File: src/hw/rtl/acek_pkg.sv
// shared types, constants and aes round functions for the ctr keystream block
`timescale 1ns / 1ps

package acek_pkg;

  localparam int BLK_BITS   = 128;
  localparam int KEY_BITS   = 256;
  localparam int ROUNDS     = 14;
  localparam int KSQ_DEPTH  = 2;
  localparam int CFG_ADDR_W = 6;
  localparam int CFG_DATA_W = 64;

  typedef logic [BLK_BITS-1:0] blk_t;
  typedef logic [KEY_BITS-1:0] key_t;

  typedef enum logic [2:0] {
    CFG_KEY0   = 3'd0,
    CFG_KEY1   = 3'd1,
    CFG_KEY2   = 3'd2,
    CFG_KEY3   = 3'd3,
    CFG_CTR_HI = 3'd4,
    CFG_CTR_LO = 3'd5
  } cfg_idx_t;

  typedef struct packed {
    logic       action;
    logic [7:0] data_byte;
    logic       in_last;
  } in_beat_t;

  typedef struct packed {
    logic [7:0] out_byte;
    logic       out_last;
  } out_beat_t;

  // generator flush request: restart reloads the counter from config
  typedef struct packed {
    logic req;
    logic restart;
  } flush_t;

  localparam logic [2047:0] SBOX_TBL = {
    128'h637c777bf26b6fc53001672bfed7ab76,
    128'hca82c97dfa5947f0add4a2af9ca472c0,
    128'hb7fd9326363ff7cc34a5e5f171d83115,
    128'h04c723c31896059a071280e2eb27b275,
    128'h09832c1a1b6e5aa0523bd6b329e32f84,
    128'h53d100ed20fcb15b6acbbe394a4c58cf,
    128'hd0efaafb434d338545f9027f503c9fa8,
    128'h51a3408f929d38f5bcb6da2110fff3d2,
    128'hcd0c13ec5f974417c4a77e3d645d1973,
    128'h60814fdc222a908846eeb814de5e0bdb,
    128'he0323a0a4906245cc2d3ac629195e479,
    128'he7c8376d8dd54ea96c56f4ea657aae08,
    128'hba78252e1ca6b4c6e8dd741f4bbd8b8a,
    128'h703eb5664803f60e613557b986c11d9e,
    128'he1f8981169d98e949b1e87e9ce5528df,
    128'h8ca1890dbfe6426841992d0fb054bb16
  };

  function automatic logic [7:0] sbox(input logic [7:0] a);
    return SBOX_TBL[(11'd2047 - {a, 3'b000}) -: 8];
  endfunction

  function automatic logic [7:0] xtime(input logic [7:0] a);
    return {a[6:0], 1'b0} ^ (a[7] ? 8'h1b : 8'h00);
  endfunction

  // subbytes, shiftrows, mixcolumns (skipped in the final round), add round key
  function automatic blk_t aes_round(input blk_t s, input blk_t rk, input logic last);
    logic [7:0] t [16];
    logic [7:0] a0, a1, a2, a3;
    blk_t r;
    for (int c = 0; c < 4; c++) begin
      for (int i = 0; i < 4; i++) begin
        t[4*c+i] = sbox(s[127 - 8*(4*((c+i)%4)+i) -: 8]);
      end
    end
    for (int c = 0; c < 4; c++) begin
      a0 = t[4*c];
      a1 = t[4*c+1];
      a2 = t[4*c+2];
      a3 = t[4*c+3];
      if (last) begin
        r[127-32*c -: 32] = {a0, a1, a2, a3};
      end else begin
        r[127-32*c -: 32] = {xtime(a0) ^ xtime(a1) ^ a1 ^ a2 ^ a3,
                             a0 ^ xtime(a1) ^ xtime(a2) ^ a2 ^ a3,
                             a0 ^ a1 ^ xtime(a2) ^ xtime(a3) ^ a3,
                             xtime(a0) ^ a0 ^ a1 ^ a2 ^ xtime(a3)};
      end
    end
    return r ^ rk;
  endfunction

  // next four schedule words from the previous eight
  function automatic blk_t key_next(input blk_t ka, input blk_t kb, input logic [7:0] rcon,
                                    input logic rot);
    logic [31:0] t, n0, n1, n2, n3;
    t = kb[31:0];
    if (rot) begin
      t = {sbox(t[23:16]) ^ rcon, sbox(t[15:8]), sbox(t[7:0]), sbox(t[31:24])};
    end else begin
      t = {sbox(t[31:24]), sbox(t[23:16]), sbox(t[15:8]), sbox(t[7:0])};
    end
    n0 = ka[127:96] ^ t;
    n1 = ka[95:64] ^ n0;
    n2 = ka[63:32] ^ n1;
    n3 = ka[31:0] ^ n2;
    return {n0, n1, n2, n3};
  endfunction

endpackage

File: src/hw/rtl/acek_ksq.sv
// short queue of keystream blocks between generator and byte front end
`timescale 1ns / 1ps

module acek_ksq #(
  parameter int DEPTH = acek_pkg::KSQ_DEPTH
) (
  input  logic           clk,
  input  logic           rst,
  input  logic           flush,
  input  logic           push,
  input  acek_pkg::blk_t push_data,
  input  logic           pop,
  output logic           q_valid,
  output logic           q_full,
  output acek_pkg::blk_t q_data
);

  localparam int PTR_W = (DEPTH > 1) ? $clog2(DEPTH) : 1;
  localparam int CNT_W = $clog2(DEPTH + 1);
  localparam logic [PTR_W-1:0] PTR_LAST = PTR_W'(DEPTH - 1);
  localparam logic [CNT_W-1:0] CNT_FULL = CNT_W'(DEPTH);

  acek_pkg::blk_t   entries [DEPTH];
  logic [PTR_W-1:0] wr_ptr, rd_ptr;
  logic [CNT_W-1:0] count;

  always_ff @(posedge clk) begin
    if (rst || flush) begin
      wr_ptr <= '0;
      rd_ptr <= '0;
      count  <= '0;
    end else begin
      if (push) begin
        entries[wr_ptr] <= push_data;
        wr_ptr <= (wr_ptr == PTR_LAST) ? '0 : wr_ptr + 1'b1;
      end
      if (pop) begin
        rd_ptr <= (rd_ptr == PTR_LAST) ? '0 : rd_ptr + 1'b1;
      end
      if (push && !pop) begin
        count <= count + 1'b1;
      end else if (pop && !push) begin
        count <= count - 1'b1;
      end
    end
  end

  assign q_valid = count != '0;
  assign q_full  = count == CNT_FULL;
  assign q_data  = entries[rd_ptr];

endmodule

File: config.mk
export PLATFORM = sky130hd
export DESIGN_NAME = acek_ksq
export DESIGN_NICKNAME = d
export VERILOG_FILES = /design/src/hw/rtl/acek_pkg.sv /design/src/hw/rtl/acek_ksq.sv
export SDC_FILE = /design/constraint.sdc
export NUM_CORES = 1
export LEC_CHECK = 0
export BUFFER_PORTS_ARGS = -buffer_cell sky130_fd_sc_hd__buf_2
export CELL_PAD_IN_SITES_DETAIL_PLACEMENT = 0
export CELL_PAD_IN_SITES_GLOBAL_PLACEMENT = 1
export CORE_MARGIN = 1
export CORE_UTILIZATION = 30
export CTS_BUF_LIST = sky130_fd_sc_hd__clkbuf_4
export CTS_CLUSTER_DIAMETER = 80
export DETAILED_ROUTE_END_ITERATION = 10
export PLACE_DENSITY_LB_ADDON = 0.25
export SLEW_MARGIN = 10
export SYNTH_ARGS = -nofsm -noshare
export SYNTH_HDL_FRONTEND = slang
export SYNTH_SLANG_ARGS = --single-unit
File: constraint.sdc
create_clock -name clk -period 8.72 [get_ports clk]
set_clock_uncertainty 0.15 [all_clocks]
set_input_delay 0.436 -clock clk [delete_from_list [all_inputs] [get_ports clk]]
set_output_delay 0.436 -clock clk [all_outputs]
set_load 0.005 [all_outputs]
# After elaboration in Yosys (flattened, before gate mapping)
# Memory sizes are Yosys's and may differ from the RTL's. A register that Yosys moved wholly into a read port is not among the register bits.
# Cells that the tools add are included.
[op_classes] n_addsub=4 n_mul=0 div_mod_pow=0 order_cmp=0 eq_ne=1 n_shift=0 mux=9 bitwise=0 n_reduce_logical=7
[op_table] operator="two-way mux 1 bit" n=7
[op_table] operator="two-way mux 2 bit" n=2
[op_table] operator="nonzero test 2 bit" n=2
[op_table] operator="adder 1 bit (second input constant)" n=2
[op_table] operator="adder 2 x 1 -> 2 bit (second input constant)" n=1
[op_table] operator="== test 2 bit (second input constant)" n=1
[op_table] operator="logical AND 1 bit" n=2
[op_table] operator="logical NOT 1 bit" n=2
[op_table] operator="subtractor 2 x 1 -> 2 bit (second input constant)" n=1
[op_table] operator="logical OR 1 bit" n=1
[totals] reg_bits=4 latch_bits=0 ram_bits=256 rom_bits=0 input_bits=133 out_inout_bits=130 elab_cells=25 n_memories=1
[mem_list] name="entries" depth=2 width=128 read_ports=1 rd_ports_with_merged_regs=1 write_ports=1 line="acek_ksq.sv:23" source="acek_pkg::blk_t entries [DEPTH];"

# Logic depth before layout (Yosys ltp)
[logic_depth] depth_word=4 mapped_depth=5 ltp_nobuf=5

# Least setup slack after synthesis
# Ideal clock, no wire load.
[synth_timing] kind="input port to flip-flop" start="input flush" end="memory entries[0][0] in the netlist's numbering (enable)" setup_time_ps=619 t_arrival_ps=5989 required_ps=7951 setup_slack_ps=1963 cell_stages=3 path_buffers=0 path_cell_list="nor2_1 > nand2_1 > nor2_1"
[synth_between] elab_chain_len=3
[synth_lines] item="from (decl)" line="acek_ksq.sv:9" source="input logic flush,"
[synth_lines] item="logical OR 1 bit" line="acek_ksq.sv:28" source="if (rst || flush) begin"
[synth_lines] item="two-way mux 1 bit" line="acek_ksq.sv:28"
[synth_lines] item="two-way mux 1 bit (not written as such)" line="acek_ksq.sv:34" source="entries[wr_ptr] <= push_data;"
[synth_lines] item="to (decl)" line="acek_ksq.sv:23"
# Every way passes these cells.

==> metrics.json <==
{
  "timing": {
    "finalWorstPathRequiredPeriod_ns": 3.56,
    "fmax_mhz": 281,
    "setup_violations": 0,
    "worstMarginPinSlew_ns": 1.02,
    "hold_viol": 0,
    "timing.max_slew.rel_slack_pct": 32.3,
    "grt_setup_unrepaired": "false",
    "tns_ns": 0,
    "hold_ws_ns": 0.184,
    "slew_violations": 0,
    "timing.final.crit_share_pct": 40.8
  },
  "final_layout": {
    "layout_common_cells": "sky130_fd_sc_hd__buf_2, sky130_fd_sc_hd__edfxtp_1, sky130_fd_sc_hd__dlygate4sd3_1, sky130_fd_sc_hd__mux2_2, sky130_fd_sc_hd__clkbuf_4",
    "final_layout_size_suffix_gt1_share_pct": 55.4,
    "fin_nets": 1014,
    "area.growth.synth_to_final_pct": 41.8,
    "final_common_cell": "sky130_fd_sc_hd__buf_2"
  },
  "global_routing": {
    "overflow": 0,
    "grt_first_pass_wirelength_um": 31800,
    "grt_max_degree": 73,
    "gr-usage-all-layers_pct": 12.5,
    "antenna_violations_before_repair": 2,
    "first_global_vias": 6236
  },
  "routing": {
    "viasPerCell": 4.19,
    "drt_first_iter_violations": 174,
    "totalWireLength_um": 20300,
    "drt.antenna.violating_nets": 0,
    "drt_pass1_iterations": 4,
    "vias": 5589,
    "wl_per_cell_um": 15.2,
    "detail_route.drc_violations": 0
  },
  "floorplanning": {
    "initial_core_util_pct": 30.8,
    "coreArea_um2": 30900,
    "die_h_um": 180,
    "boundaryPins": 263,
    "dieWidth_um": 180,
    "floorplan.die_area_um2": 32400,
    "floorplan.rows": 64
  },
  "clock_network": {
    "post_cts_resized": 0,
    "clk_pin_slew_ns": 0.06,
    "cts.root.buffer_cell": "sky130_fd_sc_hd__clkbuf_4",
    "worstSkewPairLatency_ns": 0.63,
    "cts_num_sinks": 261,
    "cts_made_buffers": 72,
    "clk_path_buf_depth": 3,
    "clock_tree_from_tritoncts": "yes",
    "post-cts-setup-buffers": 0,
    "clock_h_tree_levels": 3
  },
  "pwr": {
    "leakage_component_of_the_power_nw": 5.08,
    "power_per_cell_area_nw_per_um2": 202,
    "power_frac_seq_pct": 52.0,
    "combPwrFrac_pct": 6.8,
    "peakVddDrop_uv": 118,
    "power.switching_w": 0.000573,
    "sw_frac_of_total_pct": 21.1,
    "power.clock.fraction_pct": 41.2,
    "internal_power_w": 0.00215
  },
  "logic_synthesis": {
    "synthCells": 422,
    "post-synth-top-area-fraction_pct": 80.8,
    "post_synth.cell_area_avg_um2": 22.6,
    "synth.yosys.seq_area_share_pct": 81.8,
    "synth-warning-count": 0,
    "synth.net_count": 556,
    "area_of_the_mapped_netlist_um2": 9520,
    "synthTopCellsByArea": "sky130_fd_sc_hd__edfxtp_1, sky130_fd_sc_hd__mux2_2, sky130_fd_sc_hd__buf_6",
    "synth.distinct_cells": 18,
    "yosysTopAreaCell": "sky130_fd_sc_hd__edfxtp_1",
    "yosys_register_bits": 261
  },
  "worst_setup_path": {
    "critical_path.startpoint_type": "flop",
    "max_stage_delay_ns": 0.84,
    "cp.arrival_ns": 2.97,
    "critical_path_required_ns": 8.13,
    "timing_worst_setup_path_type": "flop to output pin",
    "timing.critical_path.fanout_max": 72,
    "critPathSlowestCell": "sky130_fd_sc_hd__dfxtp_4",
    "kind_of_end_point_of_the_critical_path": "output pin",
    "crit_chain": "buf_4 -> mux2_2 -> buf_2",
    "reg2regPathDepth": 2
  },
  "min_path": {
    "min-delay-path-class": "input pin to flop",
    "worst_hold_path_cell_count": 4
  },
  "run_status": {
    "status": "finished, final reports clean"
  },
  "place": {
    "placement.io_buffers": 262,
    "place.detailed.hpwl_um": 12600,
    "finalWeightedCongestion": 0.704
  },
  "run": {
    "maxCapViolCount": 0
  }
}
-- per-stage QoR --
stage | utilization (%) | setup slack, ns | power, W | cells | cell area [um2]
final | 43.7 | 5.16 | 0.00272 | 1335 | 13500
after global routing | 43.7 | 4.89 | 0.00285 | 1335 | 13500
after CTS | 43.6 | 5.01 | 0.00278 | 1333 | 13500
after detailed placement | 36.2 | 5.57 | 0.00158 | 1070 | 11200
after global placement | 36.2 | 5.67 | 0.00158 | 1070 | 11200
after floorplan | - | 1.96 | 0.00151 | 422 | 9520
-- power groups by stage --
stage	sequential, W	combinational, W	clock, W
floorplan	0.00144	0.0000695	0
global placement	0.00144	0.000138	0
detailed placement	0.00144	0.000141	0
CTS	0.00142	0.000190	0.00117
global route	0.00142	0.000203	0.00123
finish	0.00142	0.000187	0.00112
-- registers in the layout (all words and copies together), names as in the netlist, named ones only --
register  flops
rd_ptr        1
wr_ptr        1
count         2
entries     256
-- critical path, delay by kind of cell (launching register included) --
family	cells	cell delay, ns
buf+inv	2	0.97
flops	1	0.84
mux	1	0.43
-- cells by family (layout without fill, tap and decap cells) --
family | count (synthesis) | count (layout) | share of synthesized area (%)
other cells | 0 | 2 | 0
compound gates | 2 | 2 | 0.131
simple gates | 11 | 11 | 0.618
fa+ha+maj | 1 | 1 | 0.131
buf+inv | 15 | 530 | 1.77
flops | 261 | 261 | 81.8
mux | 128 | 128 | 15.1
xor+xnor | 4 | 4 | 0.368
-- synthesized netlist by cell type --
cell and n:
sky130_fd_sc_hd__edfxtp_1 256, sky130_fd_sc_hd__and2b_2 1, sky130_fd_sc_hd__mux2_2 128, sky130_fd_sc_hd__a21boi_1 1, sky130_fd_sc_hd__buf_6 11, sky130_fd_sc_hd__clkbuf_8 3
sky130_fd_sc_hd__o21ai_0 1, sky130_fd_sc_hd__xnor2_1 2, sky130_fd_sc_hd__dfxtp_1 5, sky130_fd_sc_hd__ha_1 1, sky130_fd_sc_hd__and3_1 1, sky130_fd_sc_hd__xor2_1 2
sky130_fd_sc_hd__inv_1 1, sky130_fd_sc_hd__nor3_1 4, sky130_fd_sc_hd__nor2_1 2, sky130_fd_sc_hd__nand2_1 1, sky130_fd_sc_hd__or2_2 1, sky130_fd_sc_hd__or3_1 1
-- worst paths after layout --
check | slack, ns | start | endpoint
max reg2reg | 5.98 | wr_ptr | entries[1][79]
max | 5.16 | flop | q_data[35]
min reg2reg | 0.36 | count[1] | count[1]
min | 0.18 | push | count[1]
-- metal layers --
metal / GRT usage (%) / vias to the layer above / share of wire [%]
met5: 0 / - / 0
met4: 6.22 / 0 / 2.7
met3: 4.57 / 44 / 7.4
met2: 21.6 / 204 / 51
met1: 13.4 / 2685 / 39
li1: - / 2656 / -
-- repair_timing --
action,CTS,global route
endpoints found under the setup margin,0,0
hold endpoints to repair,261,0
hold buffers,132,0
-- layout make-up --
type	instances	area [um2]
Clock inverter	22	148
Antenna cell	2	5.00
Timing Repair Buffer	398	2660
Sequential cell	261	7790
Multi-Input combinational cell	146	1570
Fill cell	2820	17400
Inverter	1	3.75
Clock buffer	109	818
Tap cell	396	495
Note: power is estimated with default switching activity, not from simulation.
