`src/hw/rtl/acek_pkg.sv`:
```
// shared types, constants and aes round functions for the ctr keystream block
`timescale 1ns / 1ps

package acek_pkg;

  localparam int BLK_BITS   = 128;
  localparam int KEY_BITS   = 256;
  localparam int ROUNDS     = 14;
  localparam int KSQ_DEPTH  = 2;
  localparam int CFG_ADDR_W = 6;
  localparam int CFG_DATA_W = 64;

  typedef logic [BLK_BITS-1:0] blk_t;
  typedef logic [KEY_BITS-1:0] key_t;

  typedef enum logic [2:0] {
    CFG_KEY0   = 3'd0,
    CFG_KEY1   = 3'd1,
    CFG_KEY2   = 3'd2,
    CFG_KEY3   = 3'd3,
    CFG_CTR_HI = 3'd4,
    CFG_CTR_LO = 3'd5
  } cfg_idx_t;

  typedef struct packed {
    logic       action;
    logic [7:0] data_byte;
    logic       in_last;
  } in_beat_t;

  typedef struct packed {
    logic [7:0] out_byte;
    logic       out_last;
  } out_beat_t;

  // generator flush request: restart reloads the counter from config
  typedef struct packed {
    logic req;
    logic restart;
  } flush_t;

  localparam logic [2047:0] SBOX_TBL = {
    128'h637c777bf26b6fc53001672bfed7ab76,
    128'hca82c97dfa5947f0add4a2af9ca472c0,
    128'hb7fd9326363ff7cc34a5e5f171d83115,
    128'h04c723c31896059a071280e2eb27b275,
    128'h09832c1a1b6e5aa0523bd6b329e32f84,
    128'h53d100ed20fcb15b6acbbe394a4c58cf,
    128'hd0efaafb434d338545f9027f503c9fa8,
    128'h51a3408f929d38f5bcb6da2110fff3d2,
    128'hcd0c13ec5f974417c4a77e3d645d1973,
    128'h60814fdc222a908846eeb814de5e0bdb,
    128'he0323a0a4906245cc2d3ac629195e479,
    128'he7c8376d8dd54ea96c56f4ea657aae08,
    128'hba78252e1ca6b4c6e8dd741f4bbd8b8a,
    128'h703eb5664803f60e613557b986c11d9e,
    128'he1f8981169d98e949b1e87e9ce5528df,
    128'h8ca1890dbfe6426841992d0fb054bb16
  };

  function automatic logic [7:0] sbox(input logic [7:0] a);
    return SBOX_TBL[(11'd2047 - {a, 3'b000}) -: 8];
  endfunction

  function automatic logic [7:0] xtime(input logic [7:0] a);
    return {a[6:0], 1'b0} ^ (a[7] ? 8'h1b : 8'h00);
  endfunction

  // subbytes, shiftrows, mixcolumns (skipped in the final round), add round key
  function automatic blk_t aes_round(input blk_t s, input blk_t rk, input logic last);
    logic [7:0] t [16];
    logic [7:0] a0, a1, a2, a3;
    blk_t r;
    for (int c = 0; c < 4; c++) begin
      for (int i = 0; i < 4; i++) begin
        t[4*c+i] = sbox(s[127 - 8*(4*((c+i)%4)+i) -: 8]);
      end
    end
    for (int c = 0; c < 4; c++) begin
      a0 = t[4*c];
      a1 = t[4*c+1];
      a2 = t[4*c+2];
      a3 = t[4*c+3];
      if (last) begin
        r[127-32*c -: 32] = {a0, a1, a2, a3};
      end else begin
        r[127-32*c -: 32] = {xtime(a0) ^ xtime(a1) ^ a1 ^ a2 ^ a3,
                             a0 ^ xtime(a1) ^ xtime(a2) ^ a2 ^ a3,
                             a0 ^ a1 ^ xtime(a2) ^ xtime(a3) ^ a3,
                             xtime(a0) ^ a0 ^ a1 ^ a2 ^ xtime(a3)};
      end
    end
    return r ^ rk;
  endfunction

  // next four schedule words from the previous eight
  function automatic blk_t key_next(input blk_t ka, input blk_t kb, input logic [7:0] rcon,
                                    input logic rot);
    logic [31:0] t, n0, n1, n2, n3;
    t = kb[31:0];
    if (rot) begin
      t = {sbox(t[23:16]) ^ rcon, sbox(t[15:8]), sbox(t[7:0]), sbox(t[31:24])};
    end else begin
      t = {sbox(t[31:24]), sbox(t[23:16]), sbox(t[15:8]), sbox(t[7:0])};
    end
    n0 = ka[127:96] ^ t;
    n1 = ka[95:64] ^ n0;
    n2 = ka[63:32] ^ n1;
    n3 = ka[31:0] ^ n2;
    return {n0, n1, n2, n3};
  endfunction

endpackage

```
`src/hw/rtl/acek_front.sv`:
```
// front end: byte accept, offset tracking, keystream xor and output register
`timescale 1ns / 1ps

module acek_front (
  input  logic                clk,
  input  logic                rst,
  input  logic                in_valid,
  output logic                in_ready,
  input  acek_pkg::in_beat_t  in_data,
  output logic                out_valid,
  input  logic                out_ready,
  output acek_pkg::out_beat_t out_data,
  input  logic                q_valid,
  input  acek_pkg::blk_t      q_data,
  output logic                pop,
  output logic                restart_req
);

  logic [3:0]     offset, eff_off;
  acek_pkg::blk_t ks, blk;
  logic           armed, need, can_out, accept;
  logic [7:0]     ksb;

  always_comb begin
    eff_off     = in_data.action ? 4'd0 : offset;
    need        = eff_off == 4'd0;
    can_out     = !out_valid || out_ready;
    in_ready    = can_out && (!need || q_valid) && (!in_data.action || armed);
    restart_req = in_valid && in_data.action && !armed;
    accept      = in_valid && in_ready;
    pop         = accept && need;
    blk         = need ? q_data : ks;
    ksb         = blk[(7'd127 - {eff_off, 3'b000}) -: 8];
  end

  always_ff @(posedge clk) begin
    if (rst) begin
      offset    <= 4'd0;
      armed     <= 1'b0;
      out_valid <= 1'b0;
    end else begin
      if (restart_req) begin
        armed <= 1'b1;
      end
      if (accept) begin
        armed             <= 1'b0;
        offset            <= eff_off + 4'd1;
        out_data.out_byte <= in_data.data_byte ^ ksb;
        out_data.out_last <= in_data.in_last;
        out_valid         <= 1'b1;
        if (pop) begin
          ks <= q_data;
        end
      end else if (out_ready) begin
        out_valid <= 1'b0;
      end
    end
  end

endmodule

```
`config.mk`:
```
export PLATFORM = sky130hd
export DESIGN_NAME = acek_front
export DESIGN_NICKNAME = d
export VERILOG_FILES = /design/src/hw/rtl/acek_pkg.sv /design/src/hw/rtl/acek_front.sv
export SDC_FILE = /design/constraint.sdc
export NUM_CORES = 1
export LEC_CHECK = 0
export ABC_AREA = 1
export BUFFER_PORTS_ARGS = -buffer_cell sky130_fd_sc_hd__buf_2
export CORE_UTILIZATION = 55
export DETAILED_ROUTE_END_ITERATION = 16
export HOLD_SLACK_MARGIN = 0.06
export PLACE_DENSITY = 0.88
export SYNTH_ARGS = -nofsm -noshare
export SYNTH_HDL_FRONTEND = slang
export SYNTH_SLANG_ARGS = --single-unit
```
`constraint.sdc`:
```
create_clock -name clk -period 11 [get_ports clk]
set_input_delay 1.65 -clock clk [delete_from_list [all_inputs] [get_ports clk]]
set_output_delay 1.65 -clock clk [all_outputs]
set_load 0.02 [all_outputs]
```
After elaboration in Yosys (flattened, before gate mapping)
Index checks and enable logic that the tools add are counted.
{"block": "word_totals", "register_bits": 143, "inputBits": 143, "output_inout_bits": 13, "word_cells": 33}
{"block": "classes", "addsub": 2, "shifts": 1, "mux": 4, "bitwise": 2, "reduce_logical": 18}
{"operator": "indexed part select 135 x 8 -> 8 bit", "count": 1}
{"operator": "two-way mux 128 bit", "count": 1}
{"operator": "bitwise XOR 8 bit", "count": 1}
{"operator": "subtractor 7 bit (first input constant)", "count": 1}
{"operator": "logical AND 1 bit", "count": 6}
{"operator": "adder 4 x 1 -> 4 bit (second input constant)", "count": 1}
{"operator": "zero test 1 bit", "count": 4}
{"operator": "zero test 4 bit", "count": 1}
{"operator": "two-way mux 4 bit", "count": 1}
{"operator": "logical OR 1 bit", "count": 3}
{"operator": "AND reduction 3 bit", "count": 1}
{"operator": "two-way mux 1 bit", "count": 2}
{"operator": "AND reduction 2 bit", "count": 1}
{"operator": "nonzero test 2 bit", "count": 1}
{"operator": "OR reduction 2 bit", "count": 1}
{"operator": "inverter 1 bit", "count": 1}

Depth between registers and ports, before layout
{"block": "depth", "depth_word": 9, "mapped_depth": 17, "depth_no_buf": 14}

Worst setup path after synthesis
Ideal clock, no wire load.
{"block": "synth_path", "path_type": "in2reg", "start": "input in_data[9] (netlist name)", "end": "register ks[0], enable pin", "setup_ps": 616, "arrival_ps": 8398, "required_time_ps": 10384, "setup_slack_ps": 1986, "cell_stages": 13, "path_buffers": 3, "cell_sequence": "nor2_1 inv_2 buf_4 buf_2 ha_1 nand3_4 buf_4 nor2_1 inv_1 nand2_1 nor2_1 nand2_1 nor2_1"}
{"block": "synth_between", "elab_chain_len": 9, "word_cells_on_any_way": 11, "cone_classes": "1 x mux; 10 x reduce/logical"}
{"element": "from (decl)", "line": "acek_front.sv:9", "text": "input acek_pkg::in_beat_t in_data,"}
{"element": "two-way mux 4 bit", "line": "acek_front.sv:25", "text": "eff_off = in_data.action ? 4'd0 : offset;"}
{"element": "zero test 4 bit", "line": "acek_front.sv:26", "text": "need = eff_off == 4'd0;"}
{"element": "zero test 1 bit", "line": "acek_front.sv:28", "text": "in_ready = can_out && (!need || q_valid) && (!in_data.action || armed);"}
{"element": "logical OR 1 bit", "line": "acek_front.sv:28"}
{"element": "logical AND 1 bit (2 in a row)", "line": "acek_front.sv:28"}
{"element": "logical AND 1 bit", "line": "acek_front.sv:30", "text": "accept = in_valid && in_ready;"}
{"element": "logical AND 1 bit", "line": "acek_front.sv:31", "text": "pop = accept && need;"}
{"element": "AND reduction 3 bit (no source line) *"}
{"element": "to (signal assigned)", "line": "acek_front.sv:52", "text": "ks <= q_data;"}
{"element": "to (decl)", "line": "acek_front.sv:20", "text": "acek_pkg::blk_t ks, blk;"}
Mark *: on every way between the ends. The rest lies on a longest branch, timed or not.
A chain may end at the register's enable or synchronous reset.

Worst setup path in the final report
{"block": "layout_path", "start": "input in_data[9] (netlist name)", "end": "output pop"}
{"block": "layout_between", "elab_chain_len": 8, "word_cells_on_any_way": 10, "cone_classes": "1 x mux; 9 x reduce/logical"}
{"element": "two-way mux 4 bit", "line": "acek_front.sv:25"}
{"element": "zero test 4 bit", "line": "acek_front.sv:26"}
{"element": "zero test 1 bit", "line": "acek_front.sv:28"}
{"element": "logical OR 1 bit", "line": "acek_front.sv:28"}
{"element": "logical AND 1 bit (2 in a row)", "line": "acek_front.sv:28"}
{"element": "logical AND 1 bit", "line": "acek_front.sv:30"}
{"element": "logical AND 1 bit *", "line": "acek_front.sv:31"}
{"element": "to (decl)", "line": "acek_front.sv:15", "text": "output logic pop,"}
Marked as above.

==> key figures <==
Outcome
  • Status: finished clean

Clock tree
  • Num CTS Buffers: 17
  • Post-CTS Hold Buffers: 0
  • Clk sinks: 143
  • CTS resizes: 0
  • Clock transition at path regs: 0.06 ns
  • H-tree levels: 4
  • Clock latency on the worst-skew pair: 0.43 ns
  • CTS root buffer: clkbuf_16
  • CTS Buffer Depth: 2
  • CTS tree: yes
  • Setup bufs post-CTS: 0

Finish
  • Most frequent cells in the layout: nand3_1 (371), nand2_1 (172), buf_2 (155)
  • Share of cells above drive strength 1: 21.9%
  • Nets: 1059
  • Ant. Diodes: 0
  • Layout area overhead: 18.6%
  • Commonest non-fill, non-tap cell in the layout: nand3_1

Floorplanning
  • Initial Utilization: 57.2%
  • I/O Pins: 156
  • Chip Height: 117 um
  • Die W: 117 um
  • Die area: 0.0138 mm^2
  • # rows: 41
  • Core area: 0.0128 mm^2

Logic synthesis
  • Area leader, netlist: edfxtp_1
  • Sequential cell area fraction in the yosys report: 57.8%
  • Synth Warn #: 0
  • Post-synthesis cell count: 793
  • Synth top area share: 56.1%
  • Post-synthesis compound-gate area fraction: 0.410%
  • Adder-Cell Fraction of Synth Area: 0.341%
  • Synth top area cells: edfxtp_1 (56%), nand3_1 (25%), nand2_1 (8.8%), buf_6 (1.7%), dfxtp_1 (1.6%)
  • Xor/xnor share of the synthesized area: 0.119%
  • Post-synthesis mux area share: 0%
  • Synthesized net count: 938
  • Cell Area, Synth: 0.00733 mm^2
  • Mean area per synthesized cell: 9.24 um^2
  • Main combinational cell family by area after synthesis: simple AND/OR/NAND/NOR gates
  • #FFs+latches synth: 143
  • Simple-gate share of the synthesized area: 35.2%
  • Distinct cells, synth: 22

Worst setup path
  • R2R Setup Slk: 6.37 ns
  • Critical path type: input port to output port
  • CP max stage delay: 0.59 ns
  • CP arrival: 4.49 ns
  • Worst EP required: 9.35 ns
  • CP Cell Sequence: buf_2 -> nor2_4 -> buf_4 -> inv_2 -> buf_4 -> ha_4 -> nand3_4 -> nor2_1 -> inv_1 -> nand2_1 -> nor2_1 -> nand2_1 -> inv_1 -> buf_2
  • Slowest CP cell: buf_4
  • Buf+Inv Stages, Crit Path: 7
  • CP Capture Type: output port
  • Cells on worst reg2reg path: 11
  • Crit start category: input port
  • CP max FO: 67
  • Top Family by Delay on Critical Path: buffers and inverters
  • Reg2reg end: ks[26]
  • R2r startpoint: offset[0]

Power and ir drop
  • Overall power: 1380 uW
  • PD cells: 158 mW/mm^2
  • Leakage Power: 0.00356 uW
  • Maximum vdd drop: 0.000121 V

STA
  • RSZ-0062 raised after global routing: no
  • Worst slew margin: 21.6%
  • Worst-case clock skew: 0.00733 ns
  • Final Hold Fails: 0
  • Period utilization: 55.8%
  • Final slew viol count: 0
  • Setup TNS: 0 ns
  • Fin crit period: 6.14 ns
  • Max Freq: 163 MHz
  • Slew @ Worst Pin: 1.18 ns
  • Final setup vio count: 0

Detailed routing
  • Routed WL: 20100 um
  • First-pass DRT Iterations: 8
  • Vias per inst: 6.12
  • WL/cell: 18.3 um
  • DR iter-0 viols: 975
  • DR DRC count: 0
  • Vias: 6723
  • Detail Route Antenna Nets: 0

Place
  • Routability Congestion: 0.873
  • Port Buffers: 155
  • Post-DP HPWL: 12800 um

Global routing
  • Grt total ovfl: 0
  • Vias in the first global route: 6220
  • Largest net degree at the start of global routing: 121
  • Antenna violations before repair: 0
  • Global-route wire length before repair: 31700 um
  • GRT Util Overall: 30.0%

Worst hold path
  • Hold depth: 2
  • Min-Delay Endpoint: armed
  • Hold Crit Class: flop to flop
  • Hold Crit Start: armed

Flow run
  • Max_cap viols: 0
tightest hold or removal path, stage by stage, from the launching register on:
cell     delay [ns]
dfxtp_1        0.32
nor2_1         0.04
nor2_1         0.08
logic make-up (layout without fill, tap and decap cells):
| group | after synthesis | in the layout |
|---|---|---|
| AO/OA/AOI/OAI | 5 | 5 |
| XOR/XNOR | 1 | 1 |
| adder cells (fa/ha/maj) | 2 | 2 |
| buffers and inverters | 87 | 221 |
| flip-flops | 143 | 143 |
| AND/OR/NAND/NOR | 555 | 555 |
layout make-up:
| cell class | count | area, um^2 |
|---|---|---|
| tap | 172 | 215 |
| multi-input combinational | 563 | 2680 |
| clock inverter | 15 | 199 |
| inverter | 25 | 93.8 |
| clock buffer | 17 | 425 |
| timing repair buffer | 164 | 843 |
| sequential | 143 | 4230 |
| fill | 986 | 4130 |
power by group:
group	leakage, uW	switching, uW	internal, uW
sequential	0.00129	3.81	615
clock	0.000300	213	396
combinational	0.00197	92.1	55.7
total	0.00356	309	1070
metal layers:
| metal | up-vias | share of wire, % | track usage (%) |
|---|---|---|---|
| li1 | 3076 | - | - |
| met1 | 3086 | 39 | 40.3 |
| met2 | 508 | 46 | 44.7 |
| met3 | 53 | 12 | 8.56 |
| met4 | 0 | 3.1 | 14.4 |
| met5 | - | 0 | 0 |
metrics by stage:
| stage | util (%) | hold WS [ns] | instance area (um^2) | std cells | setup WS [ns] |
|---|---|---|---|---|---|
| floorplan | - | 0.447 | 7330 | 793 | 1.99 |
| global placement | 62.9 | 0.459 | 8070 | 1067 | 4.97 |
| CTS | 67.8 | 0.480 | 8690 | 1099 | 4.92 |
| detailed placement | 62.9 | 0.467 | 8070 | 1067 | 4.94 |
| global route | 67.8 | 0.515 | 8690 | 1099 | 4.65 |
| finish | 67.8 | 0.476 | 8690 | 1099 | 4.86 |
worst max path at each step:
| stage | endpoint | depth (start not counted) | startpoint | slack [ns] |
|---|---|---|---|---|
| after floorplan | ks[0] | 13 | in_data[9] | 1.99 |
| after global placement | pop | 14 | in_data[9] | 4.97 |
| after detailed placement | pop | 14 | in_data[9] | 4.94 |
| after CTS | pop | 14 | in_data[9] | 4.92 |
| after global routing | pop | 14 | in_data[9] | 4.65 |
| final | pop | 14 | in_data[9] | 4.86 |
registers in the layout, indices dropped and copies added, names as in the netlist:
name and cells:
ks 128, out_data 9, armed 1, offset 4
out_valid 1
synth_stat cells, drive strengths merged:
library cell    n
buf            45
nor2            8
clkinv          1
o22ai           1
clkbuf         17
nand2         174
edfxtp        137
ha              2
nand3         372
dfxtp           6
or2             1
o21ai           4
xnor2           1
inv            24
Note: power is estimated with default switching activity, not from simulation.
